`src/rcm_pkg.sv`:
```
// Shared types, codes and helper functions of the resize coordinate mapper.
package rcm_pkg;

  localparam int unsigned MaxCoordBits = 24;
  localparam int unsigned InBits       = 16;
  localparam int unsigned DivBits      = 34;
  localparam int unsigned CfgDataBits  = 24;

  localparam logic [2:0] REG_TRANSFORM  = 3'd0;
  localparam logic [2:0] REG_ROUNDING   = 3'd1;
  localparam logic [2:0] REG_SCALE      = 3'd2;
  localparam logic [2:0] REG_RESIZED    = 3'd3;
  localparam logic [2:0] REG_SOURCE     = 3'd4;
  localparam logic [2:0] REG_ROI_START  = 3'd5;
  localparam logic [2:0] REG_ROI_END    = 3'd6;
  localparam logic [2:0] REG_DOWNSAMPLE = 3'd7;

  localparam logic [2:0] XF_ASYMMETRIC   = 3'd0;
  localparam logic [2:0] XF_PYTORCH_HALF = 3'd1;
  localparam logic [2:0] XF_TF_HALF_NN   = 3'd2;
  localparam logic [2:0] XF_ALIGN        = 3'd3;
  localparam logic [2:0] XF_CROP         = 3'd4;
  localparam logic [2:0] XF_HALF_PIXEL   = 3'd5;

  localparam logic [2:0] RND_PREFER_FLOOR = 3'd0;
  localparam logic [2:0] RND_PREFER_CEIL  = 3'd1;
  localparam logic [2:0] RND_FLOOR        = 3'd2;
  localparam logic [2:0] RND_CEIL         = 3'd3;
  localparam logic [2:0] RND_LEGACY       = 3'd4;

  typedef struct packed {
    logic [2:0]         transform_mode;
    logic [2:0]         rounding_mode;
    logic [23:0]        scale_factor;
    logic [16:0]        resized_length;
    logic [16:0]        source_length;
    logic signed [17:0] region_start;
    logic signed [17:0] region_end;
    logic               downsampling;
  } rcm_cfg_t;

  typedef struct packed {
    logic sat_lo;
    logic sat_hi;
  } rcm_flags_t;

  // Positive divisor of the mapping; it depends on the registers only.
  function automatic logic [DivBits-1:0] rcm_divisor(rcm_cfg_t cfg);
    logic [23:0]        s_eff;
    logic [DivBits-1:0] d;
    logic               long_axis;
    s_eff     = (cfg.scale_factor == 24'd0) ? 24'd1 : cfg.scale_factor;
    long_axis = (cfg.resized_length > 17'd1);
    case (cfg.transform_mode)
      XF_ASYMMETRIC: d = DivBits'(s_eff);
      XF_PYTORCH_HALF: d = long_axis ? (DivBits'(s_eff) << 1) : DivBits'(1);
      XF_TF_HALF_NN: d = DivBits'(s_eff) << 1;
      XF_ALIGN: d = long_axis ? DivBits'(cfg.resized_length - 17'd1) : DivBits'(1);
      XF_CROP: begin
        d = long_axis ? (DivBits'(cfg.resized_length - 17'd1) << 16)
                      : (DivBits'(2) << 16);
      end
      default: d = DivBits'(s_eff) << 1;
    endcase
    return d;
  endfunction

endpackage

```
`src/rcm_div_stage.sv`:
```
// One restoring division step with its pipeline register.
module rcm_div_stage #(
  parameter int unsigned QuoBits = 40
) (
  input  logic                         clk_i,
  input  logic                         rst_ni,
  input  logic                         en_i,
  input  logic [rcm_pkg::DivBits-1:0]  d_i,
  input  logic                         valid_i,
  input  rcm_pkg::rcm_flags_t          flags_i,
  input  logic [rcm_pkg::DivBits-1:0]  rem_i,
  input  logic [QuoBits-1:0]           mlo_i,
  input  logic [QuoBits-1:0]           quo_i,
  output logic                         valid_o,
  output rcm_pkg::rcm_flags_t          flags_o,
  output logic [rcm_pkg::DivBits-1:0]  rem_o,
  output logic [QuoBits-1:0]           mlo_o,
  output logic [QuoBits-1:0]           quo_o
);
  import rcm_pkg::*;

  logic [DivBits:0]   trial;
  logic               take;
  logic               valid_q;
  rcm_flags_t         flags_q;
  logic [DivBits-1:0] rem_q;
  logic [QuoBits-1:0] mlo_q, quo_q;

  assign trial = {rem_i, mlo_i[QuoBits-1]};
  assign take  = (trial >= {1'b0, d_i});

  always_ff @(posedge clk_i or negedge rst_ni) begin
    if (!rst_ni) begin
      valid_q <= 1'b0;
    end else if (en_i) begin
      valid_q <= valid_i;
    end
  end

  always_ff @(posedge clk_i) begin
    if (en_i) begin
      flags_q <= flags_i;
      rem_q   <= take ? DivBits'(trial - {1'b0, d_i}) : DivBits'(trial);
      mlo_q   <= {mlo_i[QuoBits-2:0], 1'b0};
      quo_q   <= {quo_i[QuoBits-2:0], take};
    end
  end

  assign valid_o = valid_q;
  assign flags_o = flags_q;
  assign rem_o   = rem_q;
  assign mlo_o   = mlo_q;
  assign quo_o   = quo_q;

endmodule

```
`config.mk`:
```
export PLATFORM = sky130hd
export DESIGN_NAME = rcm_div_stage
export DESIGN_NICKNAME = d
export VERILOG_FILES = /design/src/rcm_pkg.sv /design/src/rcm_div_stage.sv
export SDC_FILE = /design/constraint.sdc
export NUM_CORES = 1
export LEC_CHECK = 0
export ABC_AREA = 0
export BUFFER_PORTS_ARGS = -buffer_cell sky130_fd_sc_hd__buf_4
export CORE_MARGIN = 5
export CORE_UTILIZATION = 50
export CTS_CLUSTER_SIZE = 40
export DETAILED_ROUTE_END_ITERATION = 6
export GPL_TIMING_DRIVEN = 1
export HOLD_SLACK_MARGIN = 0.12
export PLACE_DENSITY_LB_ADDON = 0.2
export SYNTH_ARGS = -nofsm -noshare
export SYNTH_HDL_FRONTEND = slang
export SYNTH_SLANG_ARGS = --single-unit
```
`constraint.sdc`:
```
create_clock -name clk_i -period 1.59 [get_ports clk_i]
set_input_delay 0.159 -clock clk_i [delete_from_list [all_inputs] [get_ports clk_i]]
set_output_delay 0.159 -clock clk_i [all_outputs]
set_load 0.03 [all_outputs]
```
==> results.py, run 1 <==
metrics = {
    "yosys": {
        "post_synth_num_cell_types": 58,
        "synth-edff-count": 115,
        "postSynth.asyncResetShare_pct": 0.862,
        "syn_area_sq_mm": 0.00587,
        "synth_seq_cells": 116,
        "synth_top_family_by_area": "compound AO/OA/AOI/OAI gates",
        "synth_xor_xnor_area_share_pct": 4.32,
        "post_synth_and_or_nand_nor_area_fraction_pct": 9.08,
        "post_synth_fa_ha_maj_area_fraction_pct": 7.58,
        "net_count_after_synthesis": 687,
        "synth_compound_area_share_pct": 14.0,
        "ys.warnings.count": 0,
        "yosys-mux-area-fraction_pct": 0.959,
        "dominantRegCellSynth": "edfxtp_1",
        "syn-instance-count": 498,
        "syn_avg_cell_area_sq_um": 11.8,
        "synth-seq-area-share_pct": 59.2,
    },
    "outcome": {
        "outcome": "stopped before the end",
        "haltStage": "global routing (5_1_grt)",
        "firstError": "[ERROR DPL-0038] Utilization greater than 100%, impossible to legalize",
    },
    "floorplan": {
        "num_io_pins": 271,
        "rows": 39,
        "dieWidth_um": 118,
        "floorplan.initialDensity_pct": 51.2,
        "height_of_the_die_um": 118,
    },
    "timing": {
        "endpoint_type": "register data pin",
        "crit_endpoint": "rem_o[32]$_DFFE_PP_/D",
    },
    "clocking": {
        "cts_made_buffers": 17,
        "clkSinkCount": 116,
        "clockRootBuffer": "clkbuf_16",
        "htree_levels": 4,
        "clockBufferDepth": 2,
    },
    "place": {
        "gp_routability_congestion": 0.878,
        "dp_hpwl_um": 14600,
        "io_buffer_count": 268,
    },
    "global_routing": {
        "grt_max_degree": 72,
    },
}
==> cells in the mapped netlist (2+ instances only) <==
cell	n	area, sq um
buf_4	4	30.0
clkbuf_2	3	15.0
or3_1	3	18.8
ha_1	34	425
a31oi_1	3	18.8
a211oi_1	3	22.5
a21oi_1	32	160
o31ai_1	4	30.0
o211ai_1	4	30.0
nor2_1	22	82.6
buf_2	4	20.0
and2_1	4	25.0
a21oi_2	2	17.5
a21o_1	11	82.6
o21ai_1	4	20.0
nor4_1	2	12.5
mux2_2	4	45.0
nand4_1	9	56.3
inv_1	41	154
o21bai_1	4	30.0
and3_1	3	18.8
xor2_1	13	114
nor3_1	6	30.0
edfxtp_1	115	3450
clkbuf_1	9	33.8
nand2b_1	4	25.0
o21ai_0	44	220
nand3_1	7	35.0
xnor2_1	16	140
nand2_1	52	195
o21a_1	3	22.5
nor2b_1	2	12.5
a221oi_1	2	17.5
==> metrics by stage <==
stage | setup slack (ns) | setup TNS, ns | hold WS (ns) | instances | instance area (sq um)
after floorplan | -0.960 | -22.44 | -0.137 | 498 | 6100
after global placement | -1.11 | -32.35 | -0.0656 | 987 | 8920
after CTS | -0.660 | -17.62 | 0.0756 | 1147 | 11000
after detailed placement | -1.22 | -37.08 | -0.0648 | 987 | 8920
==> what timing repair did <==
action / CTS
hold buffers: 113
endpoints found under the setup margin: 35
hold endpoints to repair: 113
setup buffers: 14
gates resized for setup: 78
pin swaps: 36
gates cloned: 2
==> logic make-up after synthesis <==
kind of cell,count (synthesis)
muxes,5
other,1
buffers and inverters,64
adders and majority gates,35
and+or+nand+nor,117
xor gates and xnor gates,29
DFF,116
AOI/OAI and AO/OA,131
==> run 2, diff against run 1 <==
CORE_UTILIZATION = 35   (was 50)
CTS_CLUSTER_SIZE = not set   (was 40)
HOLD_SLACK_MARGIN = not set   (was 0.12)
PLACE_DENSITY_LB_ADDON = 0.15   (was 0.2)
==> results.py, run 2 <==
metrics = {
    "outcome": {
        "outcome": "complete, but fails checks",
        "violations": "negative setup slack",
    },
    "job": {
        "max_cap_violations": 0,
    },
    "timing": {
        "grt_setup_unrepaired": "true",
        "number_of_setup_violations_in_the_final_report": 35,
        "final-hold-violation-count": 0,
        "drv_slew": 0,
        "max_freq_mhz": 424,
        "finClkSkew_ns": 0,
        "tcrit_tclk_final_pct": 148,
        "final.setup.worst_slack_ns": -0.771,
        "tmin_final_ns": 2.36,
        "fin_hold_ws_ns": 0.0221,
    },
    "drt": {
        "route.vias.total": 5914,
        "post-route-drc-count": 0,
        "drt-vias-per-instance": 4.86,
        "wl_um": 21500,
        "drt_iter0_markers": 225,
        "wl_per_cell_um": 17.7,
        "ant_nets": 0,
        "drt_first_pass_iters": 4,
    },
    "clocking": {
        "clockBufferDepth": 2,
        "tritoncts": "built",
        "clk-insertion-delay-late_ns": 0.40,
        "clkSinkCount": 116,
        "clk_pin_slew_ns": 0.06,
        "cts_made_buffers": 17,
        "htree_levels": 4,
        "clockRootBuffer": "clkbuf_16",
    },
    "pwr": {
        "seq_power_share_pct": 34.2,
        "p_switching_mw": 3.41,
        "static_leakage_nw": 4.98,
        "power_density_mw_per_mm2": 993,
        "cellInternalPower_mw": 7.83,
        "sw_frac_of_total_pct": 30.4,
        "share_of_power_burned_in_the_clock_network_pct": 33.5,
        "power.combinational.fraction_pct": 32.2,
        "power.ir.vdd_worst_mv": 0.711,
    },
    "yosys": {
        "post_synth_and_or_nand_nor_area_fraction_pct": 9.08,
        "post_synth_num_cell_types": 58,
        "ys_top_cells_by_area": "edfxtp_1 59%, ha_1 7.2%, o21ai_0 3.7%, nand2_1 3.3%, a21oi_1 2.7%",
        "synth_xor_xnor_area_share_pct": 4.32,
        "syn_avg_cell_area_sq_um": 11.8,
        "dominantRegCellSynth": "edfxtp_1",
        "synth_top_family_by_area": "compound AO/OA/AOI/OAI gates",
        "cell_type_contributing_the_most_total_cell_area_after_synthesis": "edfxtp_1",
        "ys.warnings.count": 0,
        "share_of_the_synthesized_area_in_the_top_cell_type_pct": 58.8,
        "yosys.cell_count.top_type": "edfxtp_1",
        "synth_seq_cells": 116,
        "syn_area_sq_mm": 0.00587,
        "synth_top_cells_by_count": "115 x edfxtp_1, 52 x nand2_1, 44 x o21ai_0",
        "yosys-mux-area-fraction_pct": 0.959,
        "syn-instance-count": 498,
        "synth-seq-area-share_pct": 59.2,
        "postSynth.asyncResetShare_pct": 0.862,
        "net_count_after_synthesis": 687,
        "synth_compound_area_share_pct": 14.0,
        "post_synth_fa_ha_maj_area_fraction_pct": 7.58,
        "synth-edff-count": 115,
    },
    "worst_setup_path": {
        "critPathMaxFanout": 2,
        "worstPathRequired_ns": 1.75,
        "critical_path_arrival_ns": 2.52,
        "critPathCaptureType": "flip-flop",
        "reg2reg_to": "valid_o",
        "ff_to_ff_setup_slack_ns": 0.84,
        "critical_path_class": "in -> reg",
        "startpoint_type": "input pin",
        "worst_r2r_path_depth": 1,
        "r2r_start": "valid_o",
    },
    "global_routing": {
        "grt_first_pass_wirelength_um": 32600,
        "overflow": 0,
        "first_global_vias": 6106,
        "grt_max_degree": 56,
        "antenna_found_initial": 1,
        "global_route.usage.total_pct": 21.0,
    },
    "cells_and_area": {
        "commonest_cells_after_routing_fill_and_taps_aside": "383 x buf_4, 115 x edfxtp_1, 82 x dlygate4sd3_1",
        "fillers": 1216,
        "layout.cells.most_common": "buf_4",
        "area_grow_syn2layout_pct": 92.8,
        "finish.cell_count_without_fillers": 1218,
        "largest_register_ff_count": 40,
        "nNetsFinal": 1174,
        "fraction_of_layout_instances_using_a_drive_strength_above_1_pct": 54.4,
    },
    "floorplan": {
        "die_area_sq_mm": 0.0195,
        "dieWidth_um": 140,
        "num_io_pins": 271,
        "height_of_the_die_um": 140,
        "floorplan.initialDensity_pct": 35.5,
        "floorplan.core_area_sq_mm": 0.0165,
        "rows": 47,
    },
    "hold_path": {
        "worst_hold_path.num_cells": 3,
        "hold_path_startpoint": "rem_i[13]",
        "min_delay_worst_endpoint": "rem_o[14]",
        "hold_class": "in -> reg",
    },
    "place": {
        "dp_hpwl_um": 14900,
        "numPlacedInstances": 1071,
        "io_buffer_count": 268,
        "gp_routability_congestion": 0.925,
        "post-place-ws_ns": -1.20,
    },
}
-- run 2: cell counts after synthesis --
No cell type changed its count.
-- run 2: cell families after synthesis --
group | after synthesis
multiplexers | 5
adder cells (fa/ha/maj) | 35
other | 1
AND/OR/NAND/NOR | 117
AO/OA/AOI/OAI | 131
flip-flops | 116
buffers and inverters | 64
XOR/XNOR | 29
-- run 2: routing by layer --
metal,up-vias,wire [um],share of wire (%),track usage [%]
li1,2802,-,-,-
met1,2834,8410,39,24.6
met2,229,11100,52,37.4
met3,49,1370,6.4,5.39
met4,0,609,2.8,7.14
met5,-,0,0,0
-- run 2: worst max-delay path by stage --
stage	startpoint	to	slack, ns	cells past startpoint
4_1_cts	mlo_i[39]	rem_o[32]	-0.64	13
6_report	mlo_i[39]	rem_o[32]	-0.77	13
2_1_floorplan	mlo_i[39]	rem_o[32]	-0.96	12
3_3_place_gp	mlo_i[39]	rem_o[32]	-1.13	13
3_5_place_dp	mlo_i[39]	rem_o[32]	-1.20	13
5_1_grt	mlo_i[39]	rem_o[32]	-0.82	13
-- run 2: worst max-delay path, cell delays in order --
cell and delay (ns):
buf_12 0.11, inv_12 0.04, ha_4 0.12, inv_2 0.04, fa_2 0.36, a21oi_2 0.17
o211ai_1 0.14, a211oi_2 0.30, o22ai_2 0.13, o2111ai_2 0.21, a41oi_2 0.16, or3_1 0.35
a31o_1 0.24
-- run 2: what timing repair did --
action,4_1_cts,5_1_grt
pin swaps,23,32
hold buffers,82,0
setup endpoints to repair,35,35
setup buffers,22,9
hold endpoints to repair,82,0
cloned,2,3
gates resized for setup,71,53
-- run 2: cell type report --
class	count	area, sq um	area share [%]
timing repair buffer	490	4120	36.4
sequential	116	3480	30.7
multi-input combinational	318	2680	23.7
clock buffer	17	425	3.76
tap	220	275	2.43
inverter	42	190	1.68
clock inverter	14	154	1.36
antenna	1	2.50	0.0221
-- run 2: metrics by stage --
| stage | instance area, sq um | utilization [%] | setup TNS (ns) | total power [mW] |
|---|---|---|---|---|
| finish | 11300 | 68.5 | -18.65 | 11.2 |
| global route | 11300 | 68.5 | -20.84 | 11.7 |
| CTS | 11000 | 66.3 | -16.65 | 11.1 |
| detailed placement | 9060 | 54.8 | -35.34 | 6.85 |
| global placement | 9060 | 54.8 | -33.72 | 6.80 |
| floorplan | 6100 | - | -22.44 | 5.46 |
-- run 2: power groups by stage --
stage          Clock (mW)  Combinational [mW]  Sequential (mW)
6_report             3.77                3.62             3.85
3_3_place_gp            0                2.91             3.90
5_1_grt              3.96                3.84             3.87
3_5_place_dp            0                2.94             3.90
4_1_cts              3.85                3.39             3.84
2_1_floorplan           0               0.919             4.54
(Power assumes the default switching activity.)
