### config.mk
export PLATFORM = sky130hd
export DESIGN_NAME = rcm_finish_flat
export DESIGN_NICKNAME = d
export VERILOG_FILES = /design/src/rcm_pkg.sv /design/src/rcm_stream_if.sv /design/src/rcm_finish.sv /design/src/flat_wrapper.sv
export SDC_FILE = /design/constraint.sdc
export NUM_CORES = 1
export LEC_CHECK = 0
export ABC_AREA = 0
export BUFFER_PORTS_ARGS = -buffer_cell sky130_fd_sc_hd__buf_2
export CAP_MARGIN = 20
export CORE_MARGIN = 2
export CORE_UTILIZATION = 54
export DETAILED_ROUTE_END_ITERATION = 6
export GPL_ROUTABILITY_DRIVEN = 0
export GPL_TIMING_DRIVEN = 0
export PLACE_DENSITY = 0.82
export SETUP_SLACK_MARGIN = 0.15
export SKIP_CTS_REPAIR_TIMING = 1
export SLEW_MARGIN = 0
export SYNTH_ARGS = -nofsm -noshare
export SYNTH_HDL_FRONTEND = slang
export SYNTH_SLANG_ARGS = --single-unit
### constraint.sdc
create_clock -name clk_i -period 4.2 [get_ports clk_i]
set_input_delay 0.42 -clock clk_i [delete_from_list [all_inputs] [get_ports clk_i]]
set_output_delay 0.42 -clock clk_i [all_outputs]
set_load 0.005 [all_outputs]
### src/rcm_pkg.sv
// Shared types, codes and helper functions of the resize coordinate mapper.
package rcm_pkg;

  localparam int unsigned MaxCoordBits = 24;
  localparam int unsigned InBits       = 16;
  localparam int unsigned DivBits      = 34;
  localparam int unsigned CfgDataBits  = 24;

  localparam logic [2:0] REG_TRANSFORM  = 3'd0;
  localparam logic [2:0] REG_ROUNDING   = 3'd1;
  localparam logic [2:0] REG_SCALE      = 3'd2;
  localparam logic [2:0] REG_RESIZED    = 3'd3;
  localparam logic [2:0] REG_SOURCE     = 3'd4;
  localparam logic [2:0] REG_ROI_START  = 3'd5;
  localparam logic [2:0] REG_ROI_END    = 3'd6;
  localparam logic [2:0] REG_DOWNSAMPLE = 3'd7;

  localparam logic [2:0] XF_ASYMMETRIC   = 3'd0;
  localparam logic [2:0] XF_PYTORCH_HALF = 3'd1;
  localparam logic [2:0] XF_TF_HALF_NN   = 3'd2;
  localparam logic [2:0] XF_ALIGN        = 3'd3;
  localparam logic [2:0] XF_CROP         = 3'd4;
  localparam logic [2:0] XF_HALF_PIXEL   = 3'd5;

  localparam logic [2:0] RND_PREFER_FLOOR = 3'd0;
  localparam logic [2:0] RND_PREFER_CEIL  = 3'd1;
  localparam logic [2:0] RND_FLOOR        = 3'd2;
  localparam logic [2:0] RND_CEIL         = 3'd3;
  localparam logic [2:0] RND_LEGACY       = 3'd4;

  typedef struct packed {
    logic [2:0]         transform_mode;
    logic [2:0]         rounding_mode;
    logic [23:0]        scale_factor;
    logic [16:0]        resized_length;
    logic [16:0]        source_length;
    logic signed [17:0] region_start;
    logic signed [17:0] region_end;
    logic               downsampling;
  } rcm_cfg_t;

  typedef struct packed {
    logic sat_lo;
    logic sat_hi;
  } rcm_flags_t;

  // Positive divisor of the mapping; it depends on the registers only.
  function automatic logic [DivBits-1:0] rcm_divisor(rcm_cfg_t cfg);
    logic [23:0]        s_eff;
    logic [DivBits-1:0] d;
    logic               long_axis;
    s_eff     = (cfg.scale_factor == 24'd0) ? 24'd1 : cfg.scale_factor;
    long_axis = (cfg.resized_length > 17'd1);
    case (cfg.transform_mode)
      XF_ASYMMETRIC: d = DivBits'(s_eff);
      XF_PYTORCH_HALF: d = long_axis ? (DivBits'(s_eff) << 1) : DivBits'(1);
      XF_TF_HALF_NN: d = DivBits'(s_eff) << 1;
      XF_ALIGN: d = long_axis ? DivBits'(cfg.resized_length - 17'd1) : DivBits'(1);
      XF_CROP: begin
        d = long_axis ? (DivBits'(cfg.resized_length - 17'd1) << 16)
                      : (DivBits'(2) << 16);
      end
      default: d = DivBits'(s_eff) << 1;
    endcase
    return d;
  endfunction

endpackage

### src/rcm_stream_if.sv


interface rcm_out_if;
  logic               valid;
  logic               ready;
  logic signed [31:0] source_coord;
  logic signed [20:0] nearest_index;
  logic               saturated;

  modport source (output valid, output source_coord, output nearest_index,
                  output saturated, input ready);
  modport sink (input valid, input source_coord, input nearest_index,
                input saturated, output ready);
endinterface

### src/rcm_finish.sv
// Final stage: fixed-point coordinate, index rounding, saturation and output register.
module rcm_finish #(
  parameter int unsigned FracBits = 16,
  parameter int unsigned QiBits   = 22,
  parameter int unsigned QuoBits  = 40
) (
  input  logic                         clk_i,
  input  logic                         rst_ni,
  output logic                         en_o,
  input  logic                         valid_i,
  input  rcm_pkg::rcm_flags_t          flags_i,
  input  logic [rcm_pkg::DivBits-1:0]  rem_i,
  input  logic [QuoBits-1:0]           quo_i,
  input  logic [2:0]                   rounding_mode_i,
  input  logic                         downsampling_i,
  rcm_out_if.source                    out_o
);
  import rcm_pkg::*;

  localparam int unsigned CW = QiBits + FracBits + 2;
  localparam int unsigned IW = QiBits + 2;
  localparam logic signed [QiBits:0] Lim    = (QiBits+1)'(64'sd1 <<< (31 - FracBits));
  localparam logic signed [CW-1:0]   CMax   = CW'(64'sd2147483647);
  localparam logic signed [CW-1:0]   CMin   = CW'(-64'sd2147483648);
  localparam logic signed [IW-1:0]   IMax   = IW'(1048575);
  localparam logic signed [IW-1:0]   IMin   = IW'(-1048576);

  logic signed [QiBits:0] q;
  logic [FracBits:0]      f2;
  logic [FracBits+1:0]    f2_inc;
  logic [FracBits:0]      fq;
  logic signed [CW-1:0]   coord_full;
  logic                   rnz, half_ge, half_gt;
  logic signed [IW-1:0]   q_i, idx;
  logic signed [31:0]     coord;
  logic signed [20:0]     nidx;
  logic                   sat_c, sat_i;

  logic                   valid_q;
  logic signed [31:0]     coord_q;
  logic signed [20:0]     idx_q;
  logic                   sat_q;

  // The quotient carries an offset of 2**QiBits; flipping the top bit removes it.
  assign q          = $signed({~quo_i[QuoBits-1], quo_i[QuoBits-2:FracBits+1]});
  assign f2         = quo_i[FracBits:0];
  assign f2_inc     = {1'b0, f2} + (FracBits+2)'(1);
  assign fq         = f2_inc[FracBits+1:1];
  assign coord_full = (CW'(q) <<< FracBits) + CW'($signed({1'b0, fq}));
  assign rnz        = (f2 != '0) || (rem_i != '0);
  assign half_ge    = f2[FracBits];
  assign half_gt    = f2[FracBits] && ((f2[FracBits-1:0] != '0) || (rem_i != '0));
  assign q_i        = IW'(q);

  always_comb begin
    case (rounding_mode_i)
      RND_FLOOR:       idx = q_i;
      RND_CEIL:        idx = q_i + IW'(rnz);
      RND_LEGACY: begin
        if (downsampling_i) begin
          idx = q_i + IW'(rnz);
        end else begin
          idx = q_i + IW'(q_i[IW-1] && rnz);
        end
      end
      RND_PREFER_CEIL: idx = q_i + IW'(half_ge);
      default:         idx = q_i + IW'(half_gt);
    endcase
  end

  always_comb begin
    sat_c = 1'b1;
    sat_i = 1'b1;
    if (flags_i.sat_lo) begin
      coord = 32'sh80000000;
      nidx  = 21'sh100000;
    end else if (flags_i.sat_hi) begin
      coord = 32'sh7FFFFFFF;
      nidx  = 21'sh0FFFFF;
    end else begin
      if (q >= Lim) begin
        coord = 32'sh7FFFFFFF;
      end else if (q < -Lim) begin
        coord = 32'sh80000000;
      end else if (coord_full > CMax) begin
        coord = 32'sh7FFFFFFF;
      end else if (coord_full < CMin) begin
        coord = 32'sh80000000;
      end else begin
        coord = coord_full[31:0];
        sat_c = 1'b0;
      end
      if (idx > IMax) begin
        nidx = 21'sh0FFFFF;
      end else if (idx < IMin) begin
        nidx = 21'sh100000;
      end else begin
        nidx  = idx[20:0];
        sat_i = 1'b0;
      end
    end
  end

  assign en_o = !valid_q || out_o.ready;

  always_ff @(posedge clk_i or negedge rst_ni) begin
    if (!rst_ni) begin
      valid_q <= 1'b0;
    end else if (en_o) begin
      valid_q <= valid_i;
    end
  end

  always_ff @(posedge clk_i) begin
    if (en_o) begin
      coord_q <= coord;
      idx_q   <= nidx;
      sat_q   <= sat_c || sat_i;
    end
  end

  assign out_o.valid         = valid_q;
  assign out_o.source_coord  = coord_q;
  assign out_o.nearest_index = idx_q;
  assign out_o.saturated     = sat_q;

endmodule

### src/flat_wrapper.sv
// flat-port wrapper written by rule: the top's interface ports become plain ports
module rcm_finish_flat import rcm_pkg::*;
#(
  parameter int unsigned FracBits = 16,
  parameter int unsigned QiBits   = 22,
  parameter int unsigned QuoBits  = 40
)
  (clk_i, rst_ni, en_o, valid_i, flags_i, rem_i, quo_i, rounding_mode_i, downsampling_i, out_o_valid, out_o_source_coord, out_o_nearest_index, out_o_saturated, out_o_ready);
  rcm_out_if out_o_i ();
  input  logic clk_i;
  input  logic rst_ni;
  output logic en_o;
  input  logic valid_i;
  input  rcm_pkg::rcm_flags_t flags_i;
  input  logic [rcm_pkg::DivBits-1:0] rem_i;
  input  logic [QuoBits-1:0] quo_i;
  input  logic [2:0] rounding_mode_i;
  input  logic downsampling_i;
  output wire logic [$bits(out_o_i.valid)-1:0] out_o_valid;
  output wire logic [$bits(out_o_i.source_coord)-1:0] out_o_source_coord;
  output wire logic [$bits(out_o_i.nearest_index)-1:0] out_o_nearest_index;
  output wire logic [$bits(out_o_i.saturated)-1:0] out_o_saturated;
  input wire logic [$bits(out_o_i.ready)-1:0] out_o_ready;
  assign out_o_valid = out_o_i.valid;
  assign out_o_source_coord = out_o_i.source_coord;
  assign out_o_nearest_index = out_o_i.nearest_index;
  assign out_o_saturated = out_o_i.saturated;
  assign out_o_i.ready = out_o_ready;
  rcm_finish #(.FracBits(FracBits), .QiBits(QiBits), .QuoBits(QuoBits)) u_core (.clk_i(clk_i), .rst_ni(rst_ni), .en_o(en_o), .valid_i(valid_i), .flags_i(flags_i), .rem_i(rem_i), .quo_i(quo_i), .rounding_mode_i(rounding_mode_i), .downsampling_i(downsampling_i), .out_o(out_o_i));
endmodule
==> flow_metrics.tcl, run 1 <==
set metrics [dict create \
    dieArea_um2 9870 \
    root_buffer "clkbuf_8" \
    crit_path_end "u_core.out_o.nearest_index[11]$_SDFFCE_PP0P_" \
    areaGrowthSynthToFinish_pct 19.2 \
    fin_ws_ns 0.283 \
    synth_cells 528 \
    placedCellCount 764 \
    port_buffers 127 \
    nNetsFinal 761 \
    core_area_um2 8760 \
    r2r_start "u_core.out_o.valid$_DFFE_PN0P_" \
    vdd_drop_max_uv 123 \
    synth_area_leaders "edfxtp_1 (33%), xnor2_1 (4.5%), buf_6 (3.4%), xor2_1 (3.4%), nor2_1 (3.3%)" \
    status "complete, no violations" \
    fin_crit_sh_pct 93.3 \
    fmax_mhz 255 \
    cts_tree "yes" \
    grt.total_usage_pct 28.9 \
    crit_fanout 10 \
    netlist_area_um2 4910 \
    synth_edf_count 54 \
    start_util_pct 56.0 \
    critPathLaunch "quo_i[11]" \
    synthMuxAreaShare_pct 1.07 \
    cts.clk_slew.worst_paths_ns 0.11 \
    synth_warnings 0 \
    synth_xor_area_share_pct 8.18 \
    timing.rr.end "u_core.out_o.nearest_index[0]$_SDFFCE_PP0P_" \
    layout-drive-gt1-share_pct 33.7 \
    grt_max_degree 31 \
    numCtsBuffers 5 \
    boundaryPins 140 \
    diodes 0 \
    drt-total-wl_um 14900 \
    maxSlewHeadroom_pct 52.4 \
    cp.arrival_ns 3.98 \
    drv_cap 0 \
    synth_simple_gate_area_share_pct 23.8 \
    end_kind "flip-flop" \
    power_uw 1440 \
    synth_ff_type "edfxtp_1" \
    synth.avg_cell_area_um2 9.29 \
    grt_overflow_total 0 \
    path_class "in -> reg" \
    power_density_nw_per_um2 247 \
    r2r_setup_slack_ns 2.69 \
    tightest_slew_ns 0.714 \
    die_width_um 99.3 \
    grt_pass1_vias 4640 \
    finalMaxSlewViolations 0 \
    h-tree-depth 2 \
    clk-insertion-delay-late_ns 0.32 \
    post_drt_wl_per_cell_um 19.2 \
    clock_skew_ns 0.00716 \
    clkSinkCount 55 \
    leakage_uw 0.00226 \
    antenna_found_initial 0 \
    min_period_ns 3.92 \
    dp_hpwl_um 11500 \
    synth_nets 622 \
    drtIter0Drc 516 \
    dr.pass1.iters 6 \
    vias_per_cell 6.58 \
    vias 5104 \
    reg2regPathDepth 2 \
    antenna_left 0 \
    hold_viol_final 0 \
    synth_compound_area_share_pct 23.3 \
    rows 34 \
    rsz0062_at_grt "true" \
    ys_ff_latch 55 \
    ys_types 82 \
    grt_pass1_wl_um 23100 \
    fin_util_pct 66.8 \
    dieHeight_um 99.3 \
    instances_no_fill 776 \
    setup_viol 0 \
    hold_path.class "in -> reg" \
    synth_top_area_share_pct 33.0 \
    async_reset_ff_share_pct 1.82 \
    start_kind "input pin" \
    synth.yosys.seq_area_share_pct 33.6 \
    synth_top_family_by_area "simple AND/OR/NAND/NOR gates" \
    synthAdderAreaFrac_pct 2.55 \
    clk_path_buf_depth 2 \
    synth_area_leader_cell "edfxtp_1" \
    required_ns 4.26 \
    place_ws_ns -0.399 \
    drc 0 \
]
[layer usage]
metal  up-vias  global-route usage (%)  routed length [um]  share of wire, %
li1       2301                       -                   -                 -
met4         0                    9.48                 555               3.7
met5         -                       0                   0                 0
met3        76                    4.85                1720                12
met2       377                    48.0                6960                47
met1      2350                    38.6                5680                38
[area by class of cell]
class / instances / area (um2)
inverter: 18 / 67.6
timing repair buffer: 132 / 688
fill: 683 / 2910
tap: 108 / 135
sequential: 55 / 1650
clock buffer: 5 / 68.8
clock inverter: 3 / 22.5
buffer: 40 / 303
multi-input combinational: 415 / 2920
[cell usage after synthesis (4+ instances only)]
library cell and instances:
a21oi_1 23, a31oi_1 5, a41o_1 5, and2_1 6, and3_1 17, and4_1 5, buf_2 5, buf_4 6
buf_6 15, clkbuf_1 12, edfxtp_1 54, ha_1 10, inv_1 18, nand2_1 32, nand2b_1 4, nand3_1 25
nand4_1 11, nor2_1 43, nor3_1 13, nor4_1 18, o211ai_1 4, o21ai_0 20, o21ai_1 15, o21ai_2 17
o221ai_1 4, o31ai_1 7, o31ai_2 10, xnor2_1 25, xor2_1 19
[sequential cells by signal, summed over array words and instances (netlist names)]
register,cells
u_core.out_o.nearest_index,21
u_core.out_o.source_coord,32
u_core.out_o.saturated,1
u_core.out_o.valid,1
[worst min-delay path by stage]
stage | startpoint | endpoint | slack, ns | depth (start not counted)
floorplan | rst_ni | u_core.out_o.valid$_DFFE_PN0P_ | 0.12 | 0
global placement | rst_ni | u_core.out_o.valid$_DFFE_PN0P_ | 0.19 | 1
detailed placement | rst_ni | u_core.out_o.valid$_DFFE_PN0P_ | 0.20 | 1
CTS | rst_ni | u_core.out_o.valid$_DFFE_PN0P_ | -0.15 | 1
global route | valid_i | u_core.out_o.valid$_DFFE_PN0P_ | 0.31 | 2
finish | valid_i | u_core.out_o.valid$_DFFE_PN0P_ | 0.30 | 2
[through the flow]
| stage | area, um2 | hold slack [ns] | TNS, ns |
|---|---|---|---|
| floorplan | 4910 | 0.124 | 0 |
| global placement | 5680 | 0.195 | -5.71 |
| detailed placement | 5700 | 0.197 | -6.21 |
| CTS | 5790 | -0.151 | -0.475 |
| global route | 5850 | 0.315 | 0 |
| finish | 5850 | 0.303 | 0 |
[cells by family (layout without fill, tap and decap cells)]
group,after synthesis,in the layout
xor gates and xnor gates,45,45
AOI/OAI and AO/OA,150,150
buffers and inverters,58,198
adders and majority gates,10,10
and+or+nand+nor,205,205
muxes,5,5
DFF,55,55
[critical path: stages]
cell	delay (ns)
buf_2	0.13
nor4_1	0.38
nand4_1	0.22
nor4_4	0.45
a21oi_1	0.12
ha_1	0.29
ha_1	0.21
clkbuf_1	0.20
inv_1	0.17
mux2i_1	0.17
nand3_1	0.14
o221a_2	0.26
o21ai_2	0.11
o31ai_4	0.24
buf_4	0.20
buf_6	0.18
o31ai_2	0.09
[cell usage in the layout, fill, tap and decap left out, drive strengths merged, types with 3 or more instances in the layout]
| cell | n |
|---|---|
| xor2 | 20 |
| a41o | 6 |
| o31a | 3 |
| nand3 | 27 |
| nand2b | 4 |
| o211ai | 4 |
| o31ai | 18 |
| nor3b | 4 |
| o21ai | 52 |
| buf | 157 |
| clkbuf | 19 |
| nand2 | 33 |
| or3 | 5 |
| mux2i | 3 |
| a21oi | 24 |
| and4 | 6 |
| and2 | 6 |
| o2111ai | 4 |
| inv | 19 |
| ha | 10 |
| o221ai | 4 |
| and3 | 20 |
| nor4 | 21 |
| a21boi | 3 |
| edfxtp | 54 |
| a22oi | 3 |
| a211oi | 3 |
| a31oi | 5 |
| nor3 | 15 |
| xnor2 | 25 |
| nand4 | 12 |
| nor2 | 43 |
[report_power, final]
| part | total (uW) | switching [uW] | internal (uW) |
|---|---|---|---|
| sequential | 689 | 13.1 | 676 |
| combinational | 442 | 259 | 183 |
| clock | 314 | 193 | 120 |
| total | 1440 | 466 | 979 |
Power figures use the tool's default switching activity.
==> run 2: changes to the inputs <==
- CORE_UTILIZATION: 54 -> 45
- PLACE_DENSITY: 0.82 -> 0.71
==> flow_metrics.tcl, run 2 (synthesized netlist as in run 1, its figures left out) <==
set metrics [dict create \
    status "finished, violations left" \
    violations "design-rule violations" \
    crit_fanout 10 \
    vias 4937 \
    finalMaxSlewViolations 0 \
    place_ws_ns -0.270 \
    fmax_mhz 264 \
    dp_hpwl_um 11400 \
    root_buffer "clkbuf_8" \
    die_width_um 108 \
    drv_cap 0 \
    start_util_pct 45.7 \
    drt-total-wl_um 14600 \
    dr.pass1.iters 7 \
    fin_util_pct 54.8 \
    clk_path_buf_depth 2 \
    numCtsBuffers 5 \
    end_kind "flip-flop" \
    layout-drive-gt1-share_pct 33.7 \
    swShare_pct 31.6 \
    rsz0062_at_grt "false" \
    pwr-share-comb_pct 30.4 \
    tightest_slew_ns 0.923 \
    finalHoldWorstSlack_ns 0.293 \
    drc 3 \
    clk-insertion-delay-late_ns 0.33 \
    pwr-share-clk_pct 21.4 \
    grt.total_usage_pct 24.6 \
    areaGrowthSynthToFinish_pct 19.9 \
    antenna_found_initial 0 \
    port_buffers 127 \
    leakage_uw 0.00224 \
    grt_overflow_total 0 \
    switching_power_uw 452 \
    final_area_um2 5880 \
    cts.clk_slew.worst_paths_ns 0.10 \
    drtIter0Drc 518 \
    start_kind "input pin" \
    core_area_um2 10700 \
    place_area_um2 5740 \
    dieHeight_um 108 \
    clkSinkCount 55 \
    fin_crit_sh_pct 90.3 \
    final_common_cell "buf_2" \
    antenna_left 0 \
    largest_reg_flops 32 \
    p_int_uw 977 \
    setup_viol 0 \
    path_class "in -> reg" \
    vias_per_cell 6.11 \
    rows 38 \
    vdd_drop_max_uv 149 \
    cts_tree "yes" \
    grt_pass1_wl_um 22700 \
    post_drt_wl_per_cell_um 18.1 \
    grt_pass1_vias 4537 \
    h-tree-depth 2 \
    setup_tns_ns 0 \
    cp.arrival_ns 3.85 \
    grt_max_degree 37 \
    fin_ws_ns 0.407 \
    hold_viol_final 0 \
    required_ns 4.25 \
    dieArea_um2 11800 \
    hold_depth 2 \
    layout_common_cells "buf_2 (132), edfxtp_1 (54), nor2_1 (43)" \
    diodes 0 \
    nNetsFinal 761 \
    pwr-share-seq_pct 48.2 \
    reg2regPathDepth 2 \
    fill_cells 1008 \
    power_density_nw_per_um2 243 \
    min_period_ns 3.79 \
    maxSlewHeadroom_pct 36.8 \
    boundaryPins 140 \
    clock_skew_ns 0.0130 \
    hold_path.class "in -> reg" \
]
==> run 2: per-layer routing <==
layer / GRT usage [%] / vias to the layer above / wire length, um
li1: - / 2301 / -
met1: 33.3 / 2306 / 6100
met2: 39.5 / 284 / 6730
met3: 4.34 / 46 / 1400
met4: 8.61 / 0 / 421
met5: 0 / - / 0
==> run 2: final timing paths <==
kind | from | to | slack (ns)
min in group asynchronous | rst_ni | u_core.out_o.valid$_DFFE_PN0P_ | 0.40
worst min-delay path | valid_i | u_core.out_o.valid$_DFFE_PN0P_ | 0.29
worst max register to register | u_core.out_o.valid$_DFFE_PN0P_ | u_core.out_o.nearest_index[17]$_SDFFCE_PP0P_ | 2.79
worst max-delay path | quo_i[11] | u_core.out_o.nearest_index[7]$_SDFFCE_PP0P_ | 0.41
max in group asynchronous | rst_ni | u_core.out_o.valid$_DFFE_PN0P_ | 3.72
worst min register to register | u_core.out_o.valid$_DFFE_PN0P_ | u_core.out_o.valid$_DFFE_PN0P_ | 0.92
==> run 2: cell type report <==
class                   count  area [um2]  share of cell area [%]
plain buffers              40         303                    5.15
clock buffers               5        68.8                    1.17
clock inverters             3        23.8                   0.404
inverters                  18        67.6                    1.15
multi-input cells         415        2910                    49.5
flip-flops and latches     55        1650                    28.0
well taps                 140         175                    2.98
repair buffers            132         688                    11.7
==> run 2: power groups by stage <==
stage               registers [uW]  clock network, uW  logic [uW]
floorplan                      713                  0         241
global placement               703                  0         410
detailed placement             701                  0         422
CTS                            689                311         424
global route                   693                334         474
finish                         688                306         435
==> run 2: critical path: stages <==
cell and delay [ns]:
buf_2 0.14, nor4_1 0.31, nand4_1 0.20, nor4_4 0.43, a21oi_1 0.12, ha_1 0.28, ha_1 0.20, clkbuf_1 0.20
inv_1 0.16, mux2i_1 0.18, nand3_1 0.14, o221a_2 0.25, nor3_4 0.06, a21boi_2 0.43, buf_6 0.24, o31ai_2 0.08
==> run 2: through the flow <==
stage / power [uW] / cells
floorplan: 954 / 528
global placement: 1110 / 795
detailed placement: 1120 / 796
CTS: 1420 / 804
global route: 1500 / 808
finish: 1430 / 808
==> run 3: changes to the inputs <==
- CORE_UTILIZATION: 45 -> 55
- PLACE_DENSITY: 0.71 -> 0.84
- REMOVE_ABC_BUFFERS: default -> 1
==> flow_metrics.tcl, run 3 (synthesized netlist as in run 1, its figures left out) <==
set metrics [dict create \
    status "complete, no violations" \
    cpMostUsedCell "and3_1" \
    fin_ws_ns 0.324 \
    finalHoldWorstSlack_ns 0.282 \
    fin_crit_sh_pct 92.3 \
    rows 34 \
    dp_hpwl_um 10500 \
    drtIter0Drc 754 \
    drt-total-wl_um 14700 \
    boundaryPins 140 \
    cts.clk_slew.worst_paths_ns 0.11 \
    nNetsFinal 741 \
    r2r_setup_slack_ns 2.70 \
    cp.arrival_ns 3.93 \
    post_drt_wl_per_cell_um 19.5 \
    hold_viol_final 0 \
    min_period_ns 3.88 \
    crit_chain "buf_2 -> and3_1 -> nand3_1 -> nor2_1 -> and3_1 -> and3_1 -> ha_1 -> ha_1 -> nand2_2 -> o31a_1 -> nor4_2 -> o2111ai_2 -> a211oi_4 -> buf_12 -> buf_16 -> o21ai_1" \
    diodes 0 \
    start_kind "input pin" \
    areaGrowthSynthToFinish_pct 16.8 \
    setup_viol 0 \
    largest_reg_flops 32 \
    antenna_left 0 \
    clk-insertion-delay-late_ns 0.32 \
    layout_common_cells "buf_2 (139), edfxtp_1 (54), nor2_1 (43)" \
    end_kind "flip-flop" \
    layout-drive-gt1-share_pct 33.6 \
    final_common_cell "buf_2" \
    hold_path.class "in -> reg" \
    h-tree-depth 2 \
    numCtsBuffers 5 \
    vias 5012 \
    grt.total_usage_pct 28.7 \
    setup_tns_ns 0 \
    place_ws_ns -0.376 \
    leakage_uw 0.00218 \
    multiInputGateArea_um2 2930 \
    cts_tree "yes" \
    dieArea_um2 9690 \
    clk_path_buf_depth 2 \
    cp_num_buf_inv 3 \
    start_util_pct 56.5 \
    fmax_mhz 258 \
    cpLargestDelayFamily "simple AND/OR/NAND/NOR gates" \
    crit_fanout 22 \
    port_buffers 139 \
    grt_max_degree 32 \
    fill_cells 722 \
    rsz0062_at_grt "false" \
    tightest_slew_ns 1.20 \
    die_width_um 98.5 \
    antenna_found_initial 0 \
    grt_overflow_total 0 \
    critPathMaxStageDelay_ns 0.39 \
    regArea_um2 1650 \
    dieHeight_um 98.5 \
    drv_cap 0 \
    required_ns 4.26 \
    maxSlewHeadroom_pct 19.9 \
    grt_pass1_wl_um 22900 \
    path_class "in -> reg" \
    drc 0 \
    vias_per_cell 6.63 \
    clock_skew_ns 0.00354 \
    cp_slowest_cell "ha_1" \
    clkSinkCount 55 \
    fin_util_pct 66.0 \
    root_buffer "clkbuf_8" \
    power_density_nw_per_um2 251 \
    power_uw 1440 \
    grt_pass1_vias 4784 \
    core_area_um2 8680 \
    finalMaxSlewViolations 0 \
    vdd_drop_max_uv 154 \
    dr.pass1.iters 7 \
]
## run 3: changes by cell type in the layout (fill, tap and decap cells not counted), moves of 2 or more
cell	change
buf_2	+7
buf_4	-4
clkinvlp_4	-2
clkbuf_1	-12
buf_6	-14
buf_12	+2
## run 3: final cells by class
cell class              instances  area share (%)
clock inverters                 3           0.393
clock buffers                   5            1.20
repair buffers                151            15.0
flip-flops and latches         55            28.7
multi-input cells             416            51.2
well taps                     108            2.36
inverters                      18            1.18
## run 3: path summary, 6_finish.rpt
kind,cells past startpoint,start,to
setup / recovery,16,quo_i[4],u_core.out_o.source_coord[28]$_SDFFCE_PP0P_
hold / removal,2,valid_i,u_core.out_o.valid$_DFFE_PN0P_
min in group asynchronous,2,rst_ni,u_core.out_o.valid$_DFFE_PN0P_
max in group asynchronous,2,rst_ni,u_core.out_o.valid$_DFFE_PN0P_
setup reg to reg,2,u_core.out_o.valid$_DFFE_PN0P_,u_core.out_o.nearest_index[6]$_SDFFCE_PP0P_
hold reg to reg,2,u_core.out_o.valid$_DFFE_PN0P_,u_core.out_o.valid$_DFFE_PN0P_
## run 3: through the flow
stage	instances	instance area (um2)
6_report	756	5730
5_1_grt	756	5730
4_1_cts	746	5600
3_5_place_dp	738	5510
3_3_place_gp	735	5440
2_1_floorplan	488	4600
## run 3: power breakdown
group          internal [uW]  switching (uW)
registers                676            11.8
logic                    178             258
clock network            120             196
total                    974             467
## run 3: metal layers
metal / vias up / track usage (%) / part of all wire, %
met1: 2341 / 39.2 / 40
met5: - / 2.56 / 0.21
met4: 2 / 13.0 / 3.7
met3: 65 / 3.83 / 9.3
met2: 347 / 45.5 / 47
li1: 2257 / - / -
## run 3: worst register-to-register path, cell delays in order (launching register included)
cell      delay [ns]
dfrtp_1         0.40
nand2b_2        0.51
buf_12          0.29
